<file path="src/lcg_pkg.sv">
// Shared types and constants for the LED cell colour and glow pipeline.
package lcg_pkg;

    // Brightness fixed point format
    localparam int unsigned FRAC_BITS = 12;
    localparam int unsigned BQ_W      = FRAC_BITS;
    localparam int unsigned SCALE     = 1 << FRAC_BITS;

    // Hue register width
    localparam int unsigned HUE_W = 9;

    // Packed stream widths
    localparam int unsigned S_TDATA_W = 16;
    localparam int unsigned M_TDATA_W = 80;

    // Hue sector, in order of increasing hue
    typedef enum logic [2:0] {
        SEC_R_Y = 3'd0,   // red to yellow
        SEC_Y_G = 3'd1,   // yellow to green
        SEC_G_C = 3'd2,   // green to cyan
        SEC_C_B = 3'd3,   // cyan to blue
        SEC_B_M = 3'd4,   // blue to magenta
        SEC_M_R = 3'd5    // magenta to red
    } t_sector;

    // After the front stage
    typedef struct packed {
        logic             lit;
        logic             show;
        t_sector          sector;
        logic [5:0]       k;
        logic [BQ_W-1:0]  bq;
        logic [2*BQ_W-1:0] bq2;
        logic [14:0]      f;      // 5*S - 2*b
        logic [14:0]      num;    // 5*S - d, glow numerator
    } t_front;

    // After the first multiply stage
    typedef struct packed {
        logic              lit;
        logic              show;
        t_sector           sector;
        logic [5:0]        k;
        logic [2*BQ_W-1:0] bq2;
        logic [26:0]       cn;
        logic [7:0]        vc;
        logic [7:0]        vm;
        logic [5:0]        alpha;
        logic [30:0]       lvl_p;
    } t_mid1;

    // After the second multiply stage
    typedef struct packed {
        logic        lit;
        logic        show;
        t_sector     sector;
        logic [7:0]  vc;
        logic [7:0]  vm;
        logic [5:0]  alpha;
        logic [12:0] level;
        logic [32:0] p;
    } t_mid2;

    // After the scaling stage
    typedef struct packed {
        logic        lit;
        logic        show;
        t_sector     sector;
        logic [7:0]  vc;
        logic [7:0]  vm;
        logic [5:0]  alpha;
        logic [12:0] level;
        logic [10:0] q;
    } t_mid3;

endpackage

</file>
<file path="src/lcg_front.sv">
// Front stage: hue decode, brightness square, lit and glow decisions.
module lcg_front import lcg_pkg::*; (
    input  logic             i_clk,
    input  logic             i_rst_n,
    input  logic             i_valid,
    output logic             o_ready,
    input  logic [BQ_W-1:0]  i_bq,
    input  logic [HUE_W-1:0] i_hue,
    output logic             o_valid,
    input  logic             i_ready,
    output t_front           o_data
);

    logic             r_v;
    t_front           r_data;
    t_front           n_data;
    logic [HUE_W-1:0] hue_w;
    logic [HUE_W-1:0] rem;
    t_sector          sector;
    logic [17:0]      b50;
    logic [16:0]      b20;
    logic [16:0]      c11;
    logic [16:0]      d;
    logic [18:0]      d4;

    // Hue wrap, sector and distance into the sector pair
    always_comb begin
        hue_w = (i_hue >= HUE_W'(360)) ? i_hue - HUE_W'(360) : i_hue;
        if (hue_w < HUE_W'(60)) begin
            sector = SEC_R_Y;
        end else if (hue_w < HUE_W'(120)) begin
            sector = SEC_Y_G;
        end else if (hue_w < HUE_W'(180)) begin
            sector = SEC_G_C;
        end else if (hue_w < HUE_W'(240)) begin
            sector = SEC_C_B;
        end else if (hue_w < HUE_W'(300)) begin
            sector = SEC_B_M;
        end else begin
            sector = SEC_M_R;
        end
        case (sector)
            SEC_R_Y, SEC_Y_G: rem = hue_w;
            SEC_G_C, SEC_C_B: rem = hue_w - HUE_W'(120);
            default:          rem = hue_w - HUE_W'(240);
        endcase
    end

    // Payload for the multiply stages
    always_comb begin
        b50 = 18'(i_bq) * 18'd50;
        b20 = 17'(i_bq) * 17'd20;
        c11 = 17'(11 * SCALE);
        d   = (b20 >= c11) ? b20 - c11 : c11 - b20;
        d4  = {d, 2'b00};

        n_data.sector = sector;
        n_data.k      = (rem >= HUE_W'(60)) ? 6'(HUE_W'(120) - rem) : 6'(rem);
        n_data.bq     = i_bq;
        n_data.bq2    = (2*BQ_W)'(i_bq) * (2*BQ_W)'(i_bq);
        n_data.f      = 15'(5 * SCALE) - 15'({i_bq, 1'b0});
        n_data.lit    = (b50 >= 18'(SCALE));
        n_data.show   = n_data.lit && (d4 < 19'(19 * SCALE));
        n_data.num    = 15'(17'(5 * SCALE) - d);
    end

    // Stage register
    assign o_ready = !r_v || i_ready;

    always_ff @(posedge i_clk) begin
        if (!i_rst_n) begin
            r_v <= 1'b0;
        end else if (o_ready) begin
            r_v <= i_valid;
        end
    end

    always_ff @(posedge i_clk) begin
        if (o_ready && i_valid) begin
            r_data <= n_data;
        end
    end

    assign o_valid = r_v;
    assign o_data  = r_data;

endmodule

</file>
<file path="src/lcg_mul.sv">
// Multiply stages: channel products, middle channel numerator and its scaling.
module lcg_mul import lcg_pkg::*; (
    input  logic   i_clk,
    input  logic   i_rst_n,
    input  logic   i_valid,
    output logic   o_ready,
    input  t_front i_data,
    output logic   o_valid,
    input  logic   i_ready,
    output t_mid3  o_data
);

    logic   r_vb, r_vc, r_vd;
    logic   rdy_b, rdy_c, rdy_d;
    t_mid1  r_b, n_b;
    t_mid2  r_c, n_c;
    t_mid3  r_d, n_d;

    // Stage B: full and floor channels, c numerator, glow products
    always_comb begin
        n_b.lit    = i_data.lit;
        n_b.show   = i_data.show;
        n_b.sector = i_data.sector;
        n_b.k      = i_data.k;
        n_b.bq2    = i_data.bq2;
        n_b.cn     = 27'(i_data.bq) * 27'(i_data.f);
        n_b.vc     = 8'((20'(i_data.bq) * 20'd255) >> FRAC_BITS);
        n_b.vm     = 8'((31'(i_data.bq2) * 31'd102) >> (2*FRAC_BITS));
        n_b.alpha  = 6'((18'(i_data.num) * 18'd12) >> FRAC_BITS);
        // num / 5 through reciprocal 52429 / 2^18
        n_b.lvl_p  = 31'(i_data.num) * 31'd52429;
    end

    // Stage C: c*k + 120*b^2
    always_comb begin
        n_c.lit    = r_b.lit;
        n_c.show   = r_b.show;
        n_c.sector = r_b.sector;
        n_c.vc     = r_b.vc;
        n_c.vm     = r_b.vm;
        n_c.alpha  = r_b.alpha;
        n_c.level  = 13'(r_b.lvl_p >> 18);
        n_c.p      = 33'(r_b.cn) * 33'(r_b.k) + 33'(r_b.bq2) * 33'd120;
    end

    // Stage D: 17*p / 2^26, the divide by 5 follows in the output stage
    always_comb begin
        n_d.lit    = r_c.lit;
        n_d.show   = r_c.show;
        n_d.sector = r_c.sector;
        n_d.vc     = r_c.vc;
        n_d.vm     = r_c.vm;
        n_d.alpha  = r_c.alpha;
        n_d.level  = r_c.level;
        n_d.q      = 11'((37'(r_c.p) * 37'd17) >> (2*FRAC_BITS + 2));
    end

    // Per stage flow control, bubbles are squeezed out
    assign rdy_d   = !r_vd || i_ready;
    assign rdy_c   = !r_vc || rdy_d;
    assign rdy_b   = !r_vb || rdy_c;
    assign o_ready = rdy_b;

    always_ff @(posedge i_clk) begin
        if (!i_rst_n) begin
            r_vb <= 1'b0;
            r_vc <= 1'b0;
            r_vd <= 1'b0;
        end else begin
            if (rdy_b) begin
                r_vb <= i_valid;
            end
            if (rdy_c) begin
                r_vc <= r_vb;
            end
            if (rdy_d) begin
                r_vd <= r_vc;
            end
        end
    end

    always_ff @(posedge i_clk) begin
        if (rdy_b && i_valid) begin
            r_b <= n_b;
        end
        if (rdy_c && r_vb) begin
            r_c <= n_c;
        end
        if (rdy_d && r_vc) begin
            r_d <= n_d;
        end
    end

    assign o_valid = r_vd;
    assign o_data  = r_d;

endmodule

</file>
<file path="src/lcg_out.sv">
// Output stage: middle channel, sector routing, glow colour and output register.
module lcg_out import lcg_pkg::*; (
    input  logic                 i_clk,
    input  logic                 i_rst_n,
    input  logic                 i_valid,
    output logic                 o_ready,
    input  t_mid3                i_data,
    output logic                 o_valid,
    input  logic                 i_ready,
    output logic [M_TDATA_W-1:0] o_tdata
);

    logic                 r_v;
    logic [M_TDATA_W-1:0] r_tdata;
    logic [M_TDATA_W-1:0] n_tdata;
    logic [8:0]           vx9;
    logic [7:0]           vx;
    logic [7:0]           red, grn, blu, lalpha;
    logic [8:0]           gred9;
    logic [7:0]           gred, ggrn, gblu;
    logic [5:0]           galpha;
    logic [12:0]          level;

    always_comb begin
        // q / 5 through reciprocal 3277 / 2^14
        vx9 = 9'((23'(i_data.q) * 23'd3277) >> 14);
        vx  = (vx9 > 9'd255) ? 8'd255 : vx9[7:0];

        case (i_data.sector)
            SEC_R_Y: begin
                red = i_data.vc; grn = vx;         blu = i_data.vm;
            end
            SEC_Y_G: begin
                red = vx;        grn = i_data.vc;  blu = i_data.vm;
            end
            SEC_G_C: begin
                red = i_data.vm; grn = i_data.vc;  blu = vx;
            end
            SEC_C_B: begin
                red = i_data.vm; grn = vx;         blu = i_data.vc;
            end
            SEC_B_M: begin
                red = vx;        grn = i_data.vm;  blu = i_data.vc;
            end
            default: begin
                red = i_data.vc; grn = i_data.vm;  blu = vx;
            end
        endcase
        lalpha = 8'd255;

        // Glow colour, red lifted by 40 and saturated
        gred9  = 9'(red) + 9'd40;
        gred   = (gred9 > 9'd255) ? 8'd255 : gred9[7:0];
        ggrn   = grn;
        gblu   = 8'd255;
        galpha = i_data.alpha;
        level  = i_data.level;

        // Dark cell clears everything, weak glow clears the glow fields
        if (!i_data.lit) begin
            red = '0; grn = '0; blu = '0; lalpha = '0;
        end
        if (!(i_data.lit && i_data.show)) begin
            gred = '0; ggrn = '0; gblu = '0; galpha = '0; level = '0;
        end

        n_tdata = {5'd0, level, galpha, gblu, ggrn, gred, lalpha, blu, grn, red};
    end

    // Output register
    assign o_ready = !r_v || i_ready;

    always_ff @(posedge i_clk) begin
        if (!i_rst_n) begin
            r_v <= 1'b0;
        end else if (o_ready) begin
            r_v <= i_valid;
        end
    end

    always_ff @(posedge i_clk) begin
        if (o_ready && i_valid) begin
            r_tdata <= n_tdata;
        end
    end

    assign o_valid = r_v;
    assign o_tdata = r_tdata;

    // Glow only on a lit cell
    a_glow_needs_lit: assert property (@(posedge i_clk) disable iff (!i_rst_n)
        (r_v && r_tdata[55:48] != 8'd0) |-> (r_tdata[31:24] == 8'd255))
        else $error("glow shown on a dark cell");

    // Glow opacity stays within 0..60
    a_alpha_range: assert property (@(posedge i_clk) disable iff (!i_rst_n)
        r_v |-> (r_tdata[61:56] <= 6'd60))
        else $error("glow alpha out of range");

    // Glow red never below LED red when the glow is shown
    a_glow_red: assert property (@(posedge i_clk) disable iff (!i_rst_n)
        (r_v && r_tdata[55:48] == 8'd255) |-> (r_tdata[39:32] >= r_tdata[7:0]))
        else $error("glow red below led red");

    // No glow means no glow level
    a_level_zero: assert property (@(posedge i_clk) disable iff (!i_rst_n)
        (r_v && r_tdata[55:48] == 8'd0) |-> (r_tdata[74:62] == 13'd0))
        else $error("glow level set without glow");

endmodule

</file>
<file path="src/led_cell_color_and_glow.sv">
// Each cell passes the front, B, C, D and output registers in turn. Throughput: one
// cell per cycle while m_axis_tready is high; every stage has its own valid bit, so
// bubbles close up under back-pressure and a held result stalls only the full stages
// behind it. The depth is set by the chain of products b*b, b*(5S-2b) and c*k ahead
// of the divide by five. Reset clears all valid bits and the hue register to 0.
module led_cell_color_and_glow import lcg_pkg::*; (
    input  logic                 i_clk,
    input  logic                 i_rst_n,
    input  logic                 i_cfg_we,
    input  logic [HUE_W-1:0]     i_cfg_wdata,     // hue_degrees
    input  logic                 s_axis_tvalid,
    output logic                 s_axis_tready,
    input  logic [S_TDATA_W-1:0] s_axis_tdata,    // [11:0] brightness
    output logic                 m_axis_tvalid,
    input  logic                 m_axis_tready,
    // [7:0] led_red, [15:8] led_green, [23:16] led_blue, [31:24] led_alpha,
    // [39:32] glow_red, [47:40] glow_green, [55:48] glow_blue,
    // [61:56] glow_alpha, [74:62] glow_level
    output logic [M_TDATA_W-1:0] m_axis_tdata
);

    logic [HUE_W-1:0] r_hue;
    logic             front_v, front_rdy;
    t_front           front_d;
    logic             mul_v, mul_rdy;
    t_mid3            mul_d;

    // Hue register
    always_ff @(posedge i_clk) begin
        if (!i_rst_n) begin
            r_hue <= '0;
        end else if (i_cfg_we) begin
            r_hue <= i_cfg_wdata;
        end
    end

    lcg_front u_front (
        .i_clk   (i_clk),
        .i_rst_n (i_rst_n),
        .i_valid (s_axis_tvalid),
        .o_ready (s_axis_tready),
        .i_bq    (s_axis_tdata[BQ_W-1:0]),
        .i_hue   (r_hue),
        .o_valid (front_v),
        .i_ready (front_rdy),
        .o_data  (front_d)
    );

    lcg_mul u_mul (
        .i_clk   (i_clk),
        .i_rst_n (i_rst_n),
        .i_valid (front_v),
        .o_ready (front_rdy),
        .i_data  (front_d),
        .o_valid (mul_v),
        .i_ready (mul_rdy),
        .o_data  (mul_d)
    );

    lcg_out u_out (
        .i_clk   (i_clk),
        .i_rst_n (i_rst_n),
        .i_valid (mul_v),
        .o_ready (mul_rdy),
        .i_data  (mul_d),
        .o_valid (m_axis_tvalid),
        .i_ready (m_axis_tready),
        .o_tdata (m_axis_tdata)
    );

endmodule
</file>
<file path="config.mk">
export PLATFORM = sky130hd
export DESIGN_NAME = led_cell_color_and_glow
export DESIGN_NICKNAME = d
export VERILOG_FILES = /design/src/lcg_pkg.sv /design/src/lcg_front.sv /design/src/lcg_mul.sv /design/src/lcg_out.sv /design/src/led_cell_color_and_glow.sv
export SDC_FILE = /design/constraint.sdc
export NUM_CORES = 2
export LEC_CHECK = 0
export ABC_AREA = 1
export CAP_MARGIN = 15
export CELL_PAD_IN_SITES_DETAIL_PLACEMENT = 0
export CELL_PAD_IN_SITES_GLOBAL_PLACEMENT = 1
export CORE_ASPECT_RATIO = 0.8
export CORE_MARGIN = 2
export CORE_UTILIZATION = 45
export CTS_CLUSTER_SIZE = 25
export DETAILED_ROUTE_END_ITERATION = 10
export DONT_BUFFER_PORTS = 1
export GPL_ROUTABILITY_DRIVEN = 0
export GPL_TIMING_DRIVEN = 0
export PLACE_DENSITY = 0.76
export SLEW_MARGIN = 20
export SYNTH_ARGS = -nofsm -noshare
export SYNTH_HDL_FRONTEND = slang
export SYNTH_HIERARCHICAL = 1
export SYNTH_SLANG_ARGS = --single-unit
</file>
<file path="constraint.sdc">
create_clock -name i_clk -period 5.4 [get_ports i_clk]
set_input_delay 0.54 -clock i_clk [delete_from_list [all_inputs] [get_ports i_clk]]
set_output_delay 0.54 -clock i_clk [all_outputs]
set_load 0.01 [all_outputs]
</file>
==> flow_results.xml <==
<?xml version="1.0" encoding="UTF-8"?>
<metrics>
  <group name="clock_tree">
    <metric name="clock-root-buffer" unit="">sky130_fd_sc_hd__clkbuf_16</metric>
    <metric name="ctsHtreeMaxLevel" unit="">2</metric>
    <metric name="bufs_on_longest_clock_path" unit="">3</metric>
    <metric name="worst_skew_pair_latency" unit="ns">0.63</metric>
    <metric name="cts_tree" unit="">done</metric>
    <metric name="cts_made_buffers" unit="">43</metric>
    <metric name="clkSinkCount" unit="">363</metric>
    <metric name="clkTransAtPathRegs" unit="ns">0.07</metric>
  </group>
  <group name="floorplan">
    <metric name="fp.dieH" unit="um">301</metric>
    <metric name="io_pins" unit="">112</metric>
    <metric name="die_area" unit="um^2">113000</metric>
    <metric name="chipWidth" unit="um">375</metric>
    <metric name="floorplan.core_area" unit="um^2">109000</metric>
    <metric name="rows" unit="">108</metric>
    <metric name="floorplan.initialDensity" unit="%">45.5</metric>
  </group>
  <group name="global_routing">
    <metric name="grt_first_pass_wirelength" unit="um">201000</metric>
    <metric name="groute.usage.overall" unit="%">22.4</metric>
    <metric name="grt_use_met3" unit="%">2.74</metric>
    <metric name="global_route.overflow_total" unit="">0</metric>
    <metric name="antenna_found_initial" unit="">1</metric>
    <metric name="gr-max-usage-layer" unit="">met1</metric>
    <metric name="grt_util_met2" unit="%">33.0</metric>
    <metric name="gr-usage-met1" unit="%">35.4</metric>
    <metric name="vias_in_the_first_global_route" unit="">36869</metric>
    <metric name="grt_max_degree" unit="">62</metric>
  </group>
  <group name="synth">
    <metric name="synth.yosys.seq_area_share" unit="%">21.8</metric>
    <metric name="post_synth_main_area_contributors" unit="">sky130_fd_sc_hd__fa_1, sky130_fd_sc_hd__edfxtp_1, sky130_fd_sc_hd__ha_1</metric>
    <metric name="synth_enable_flop_cells" unit="">349</metric>
    <metric name="syn-instance-count" unit="">6005</metric>
    <metric name="post-synth-top-area-cell" unit="">sky130_fd_sc_hd__fa_1</metric>
    <metric name="synth_area" unit="um^2">49500</metric>
    <metric name="synthesis.yosys.warnings" unit="">6</metric>
    <metric name="postSynthAreaPerCell" unit="um^2">8.24</metric>
    <metric name="synth_ff_type" unit="">sky130_fd_sc_hd__edfxtp_1</metric>
    <metric name="synth.ff_latch_count" unit="">363</metric>
    <metric name="async_flop_share" unit="%">0</metric>
    <metric name="synth_top_area_share" unit="%">23.3</metric>
    <metric name="yosys.cell_types.count" unit="">71</metric>
  </group>
  <group name="critical_path">
    <metric name="timing.critical_path.arrival" unit="ns">5.94</metric>
    <metric name="timing.critical_path.required" unit="ns">5.88</metric>
    <metric name="crit_path_start_kind" unit="">flop</metric>
    <metric name="critical_path.max_fanout" unit="">3</metric>
    <metric name="setup.worst_path.end_class" unit="">flop</metric>
    <metric name="crit_path_top_delay_cell" unit="">sky130_fd_sc_hd__fa_1</metric>
    <metric name="critical-path-max-stage-delay" unit="ns">0.56</metric>
    <metric name="timing.setup.critical_path_class" unit="">flop to flop</metric>
  </group>
  <group name="drt">
    <metric name="drt_iter0_markers" unit="">2592</metric>
    <metric name="drtPass1Iterations" unit="">9</metric>
    <metric name="finalWirelength" unit="um">124000</metric>
    <metric name="drcViolationCount" unit="">0</metric>
    <metric name="routed_via_count_divided_by_cell_count" unit="">4.96</metric>
    <metric name="drtAntennaViolNets" unit="">0</metric>
    <metric name="drt-wirelength-per-cell" unit="um">16.4</metric>
    <metric name="num_vias" unit="">37721</metric>
  </group>
  <group name="place">
    <metric name="dp_hpwl" unit="um">105000</metric>
    <metric name="dp_cells" unit="">7453</metric>
    <metric name="placement.io_buffers" unit="">0</metric>
  </group>
  <group name="final_layout">
    <metric name="register_area" unit="um^2">10800</metric>
    <metric name="area_growth_syn_to_layout" unit="%">9.76</metric>
    <metric name="multi_input_area" unit="um^2">33300</metric>
    <metric name="finished_layout_cells" unit="">7598</metric>
    <metric name="utilization" unit="%">49.9</metric>
    <metric name="total_number_of_nets_in_the_final_design" unit="">7357</metric>
    <metric name="num_antenna_cells" unit="">0</metric>
    <metric name="filler_cell_count_in_the_final_layout" unit="">10534</metric>
    <metric name="drive_gt1_share" unit="%">8.28</metric>
  </group>
  <group name="sta">
    <metric name="fin_setup_tns" unit="ns">-0.208</metric>
    <metric name="max_slew.worst_pin.slew" unit="ns">0.739</metric>
    <metric name="setup_slack" unit="ns">-0.0580</metric>
    <metric name="clock-skew-final" unit="ns">0.0561</metric>
    <metric name="rsz0062_at_grt" unit="">true</metric>
    <metric name="finalMaxSlewViolations" unit="">0</metric>
    <metric name="final_hold_violation_count" unit="">0</metric>
    <metric name="setup-violations-final" unit="">7</metric>
    <metric name="fmaxAchievable" unit="MHz">183</metric>
    <metric name="final_min_period" unit="ns">5.46</metric>
    <metric name="final_min_period_over_clock_period" unit="%">101</metric>
    <metric name="max_slew_margin" unit="%">50.6</metric>
  </group>
  <group name="job">
    <metric name="timing.max_cap.violations" unit="">0</metric>
  </group>
  <group name="outcome">
    <metric name="outcome" unit="">complete, but fails checks</metric>
    <metric name="violations" unit="">negative setup slack</metric>
  </group>
  <group name="worst_hold_path">
    <metric name="holdCritPathClass" unit="">input pin to flop</metric>
  </group>
</metrics>
-- kinds of logic after synthesis --
family | Yosys count | synth area share, %
buf+inv | 1553 | 12.1
other cells | 3 | 0.0228
xor+xnor | 118 | 2.12
fa+ha+maj | 1193 | 38.9
simple gates | 2294 | 19.6
flops | 363 | 21.8
compound gates | 481 | 5.48
-- metal layers --
layer  routed length (um)  up-vias
li1                     -    18747
met1                64400    18010
met2                51200      866
met3                 7000       98
met4                 1680        0
met5                    0        -
-- worst max-delay path, delay by kind of cell, from the launching register on --
family          cells  cell delay (ns)
fa+ha+maj           6             2.64
buf+inv            11             1.19
compound gates      1             0.15
simple gates       12             0.86
flops               1             0.47
-- cell usage in the layout (no fill, tap or decap), types with 7 or more instances in the layout --
master / Yosys / final
sky130_fd_sc_hd__nand4_1: 65 / 65
sky130_fd_sc_hd__o21bai_1: 30 / 30
sky130_fd_sc_hd__conb_1: 3 / 10
sky130_fd_sc_hd__a31oi_1: 10 / 10
sky130_fd_sc_hd__clkbuf_16: 0 / 43
sky130_fd_sc_hd__a21oi_2: 2 / 26
sky130_fd_sc_hd__a21oi_1: 249 / 221
sky130_fd_sc_hd__edfxtp_1: 349 / 349
sky130_fd_sc_hd__buf_4: 29 / 98
sky130_fd_sc_hd__nand2_4: 8 / 12
sky130_fd_sc_hd__nand3b_1: 10 / 10
sky130_fd_sc_hd__ha_1: 617 / 596
sky130_fd_sc_hd__a21o_1: 14 / 14
sky130_fd_sc_hd__ha_4: 0 / 10
sky130_fd_sc_hd__clkbuf_1: 71 / 27
sky130_fd_sc_hd__dlygate4sd3_1: 0 / 12
sky130_fd_sc_hd__o21ai_2: 7 / 10
sky130_fd_sc_hd__inv_1: 1424 / 1402
sky130_fd_sc_hd__o21a_1: 7 / 7
sky130_fd_sc_hd__dfxtp_1: 14 / 14
sky130_fd_sc_hd__clkbuf_2: 0 / 25
sky130_fd_sc_hd__buf_16: 0 / 9
sky130_fd_sc_hd__xnor2_1: 36 / 35
sky130_fd_sc_hd__nor2_1: 349 / 335
sky130_fd_sc_hd__nand2_1: 1476 / 1456
sky130_fd_sc_hd__nor2_4: 11 / 13
sky130_fd_sc_hd__inv_2: 19 / 38
sky130_fd_sc_hd__nand3_1: 208 / 198
sky130_fd_sc_hd__nand2_2: 52 / 68
sky130_fd_sc_hd__o21ai_0: 116 / 108
sky130_fd_sc_hd__nand3_2: 10 / 19
sky130_fd_sc_hd__ha_2: 0 / 11
sky130_fd_sc_hd__nor4_1: 9 / 7
sky130_fd_sc_hd__fa_1: 576 / 570
sky130_fd_sc_hd__xor2_1: 80 / 79
sky130_fd_sc_hd__nor3_1: 43 / 40
sky130_fd_sc_hd__nor2_2: 29 / 41
sky130_fd_sc_hd__o21ai_1: 6 / 11
-- what timing repair did --
item                                    4_1_cts  5_1_grt
setup buffers                                37       30
resized for setup                            67      168
endpoints found under the setup margin       26       63
hold buffers                                 12        0
pin swaps                                    12       28
endpoints found under the hold margin        12        0
-- final timing paths --
| path | start | end | slack [ns] | cells past startpoint |
|---|---|---|---|---|
| setup / recovery | u_mul/o_data[9] | u_out/o_tdata[4] | -0.06 | 30 |
| hold / removal | i_rst_n | u_front/o_valid | 0.06 | 1 |
| setup reg to reg | u_mul/o_data[9] | u_out/o_tdata[4] | -0.06 | 30 |
| hold reg to reg | u_mul/n_c[47] | u_mul/n_d[25] | 0.41 | 0 |
-- synth_stat cells (5+ instances only) --
master and number:
sky130_fd_sc_hd__a21boi_0 6, sky130_fd_sc_hd__a21o_1 14, sky130_fd_sc_hd__a21oi_1 249, sky130_fd_sc_hd__a22o_1 6, sky130_fd_sc_hd__a31oi_1 10, sky130_fd_sc_hd__and2_1 5
sky130_fd_sc_hd__buf_4 29, sky130_fd_sc_hd__clkbuf_1 71, sky130_fd_sc_hd__dfxtp_1 14, sky130_fd_sc_hd__edfxtp_1 349, sky130_fd_sc_hd__fa_1 576, sky130_fd_sc_hd__ha_1 617
sky130_fd_sc_hd__inv_1 1424, sky130_fd_sc_hd__inv_2 19, sky130_fd_sc_hd__nand2_1 1476, sky130_fd_sc_hd__nand2_2 52, sky130_fd_sc_hd__nand2_4 8, sky130_fd_sc_hd__nand3_1 208
sky130_fd_sc_hd__nand3_2 10, sky130_fd_sc_hd__nand3b_1 10, sky130_fd_sc_hd__nand4_1 65, sky130_fd_sc_hd__nor2_1 349, sky130_fd_sc_hd__nor2_2 29, sky130_fd_sc_hd__nor2_4 11
sky130_fd_sc_hd__nor3_1 43, sky130_fd_sc_hd__nor4_1 9, sky130_fd_sc_hd__o21a_1 7, sky130_fd_sc_hd__o21ai_0 116, sky130_fd_sc_hd__o21ai_1 6, sky130_fd_sc_hd__o21ai_2 7
sky130_fd_sc_hd__o21bai_1 30, sky130_fd_sc_hd__o22ai_1 5, sky130_fd_sc_hd__xnor2_1 36, sky130_fd_sc_hd__xor2_1 80
-- flip-flops by register name, indices dropped and copies added, names as in the netlist --
name	cells
r_hue	9
u_front/o_data	70
u_front/o_valid	1
u_mul/n_c	39
u_mul/n_d	39
u_mul/o_data	50
u_mul/o_valid	1
u_mul/r_b	57
u_mul/r_c	33
u_mul/r_vb	1
u_mul/r_vc	1
u_out/o_tdata	61
u_out/o_valid	1
-- stage by stage --
stage | area, um^2 | setup slack, ns | hold slack [ns]
finish | 54300 | -0.0580 | 0.0581
global placement | 51300 | -1.70 | 0.401
floorplan | 49500 | 0.0835 | 0.400
detailed placement | 51600 | -0.871 | 0.405
CTS | 53700 | -0.0469 | 0.0220
global route | 54300 | -0.322 | 0.0418
-- area by class of cell --
class | count | area share (%)
inverters | 1444 | 10.0
well taps | 1430 | 3.30
plain buffers | 96 | 1.12
repair buffers | 90 | 1.68
clock buffers | 51 | 2.04
flip-flops and latches | 363 | 19.8
multi-input cells | 4096 | 61.3
clock inverters | 28 | 0.728
Power is not shown: default switching activity piles up to over one toggle a cycle in this logic, so the estimate is an artifact.
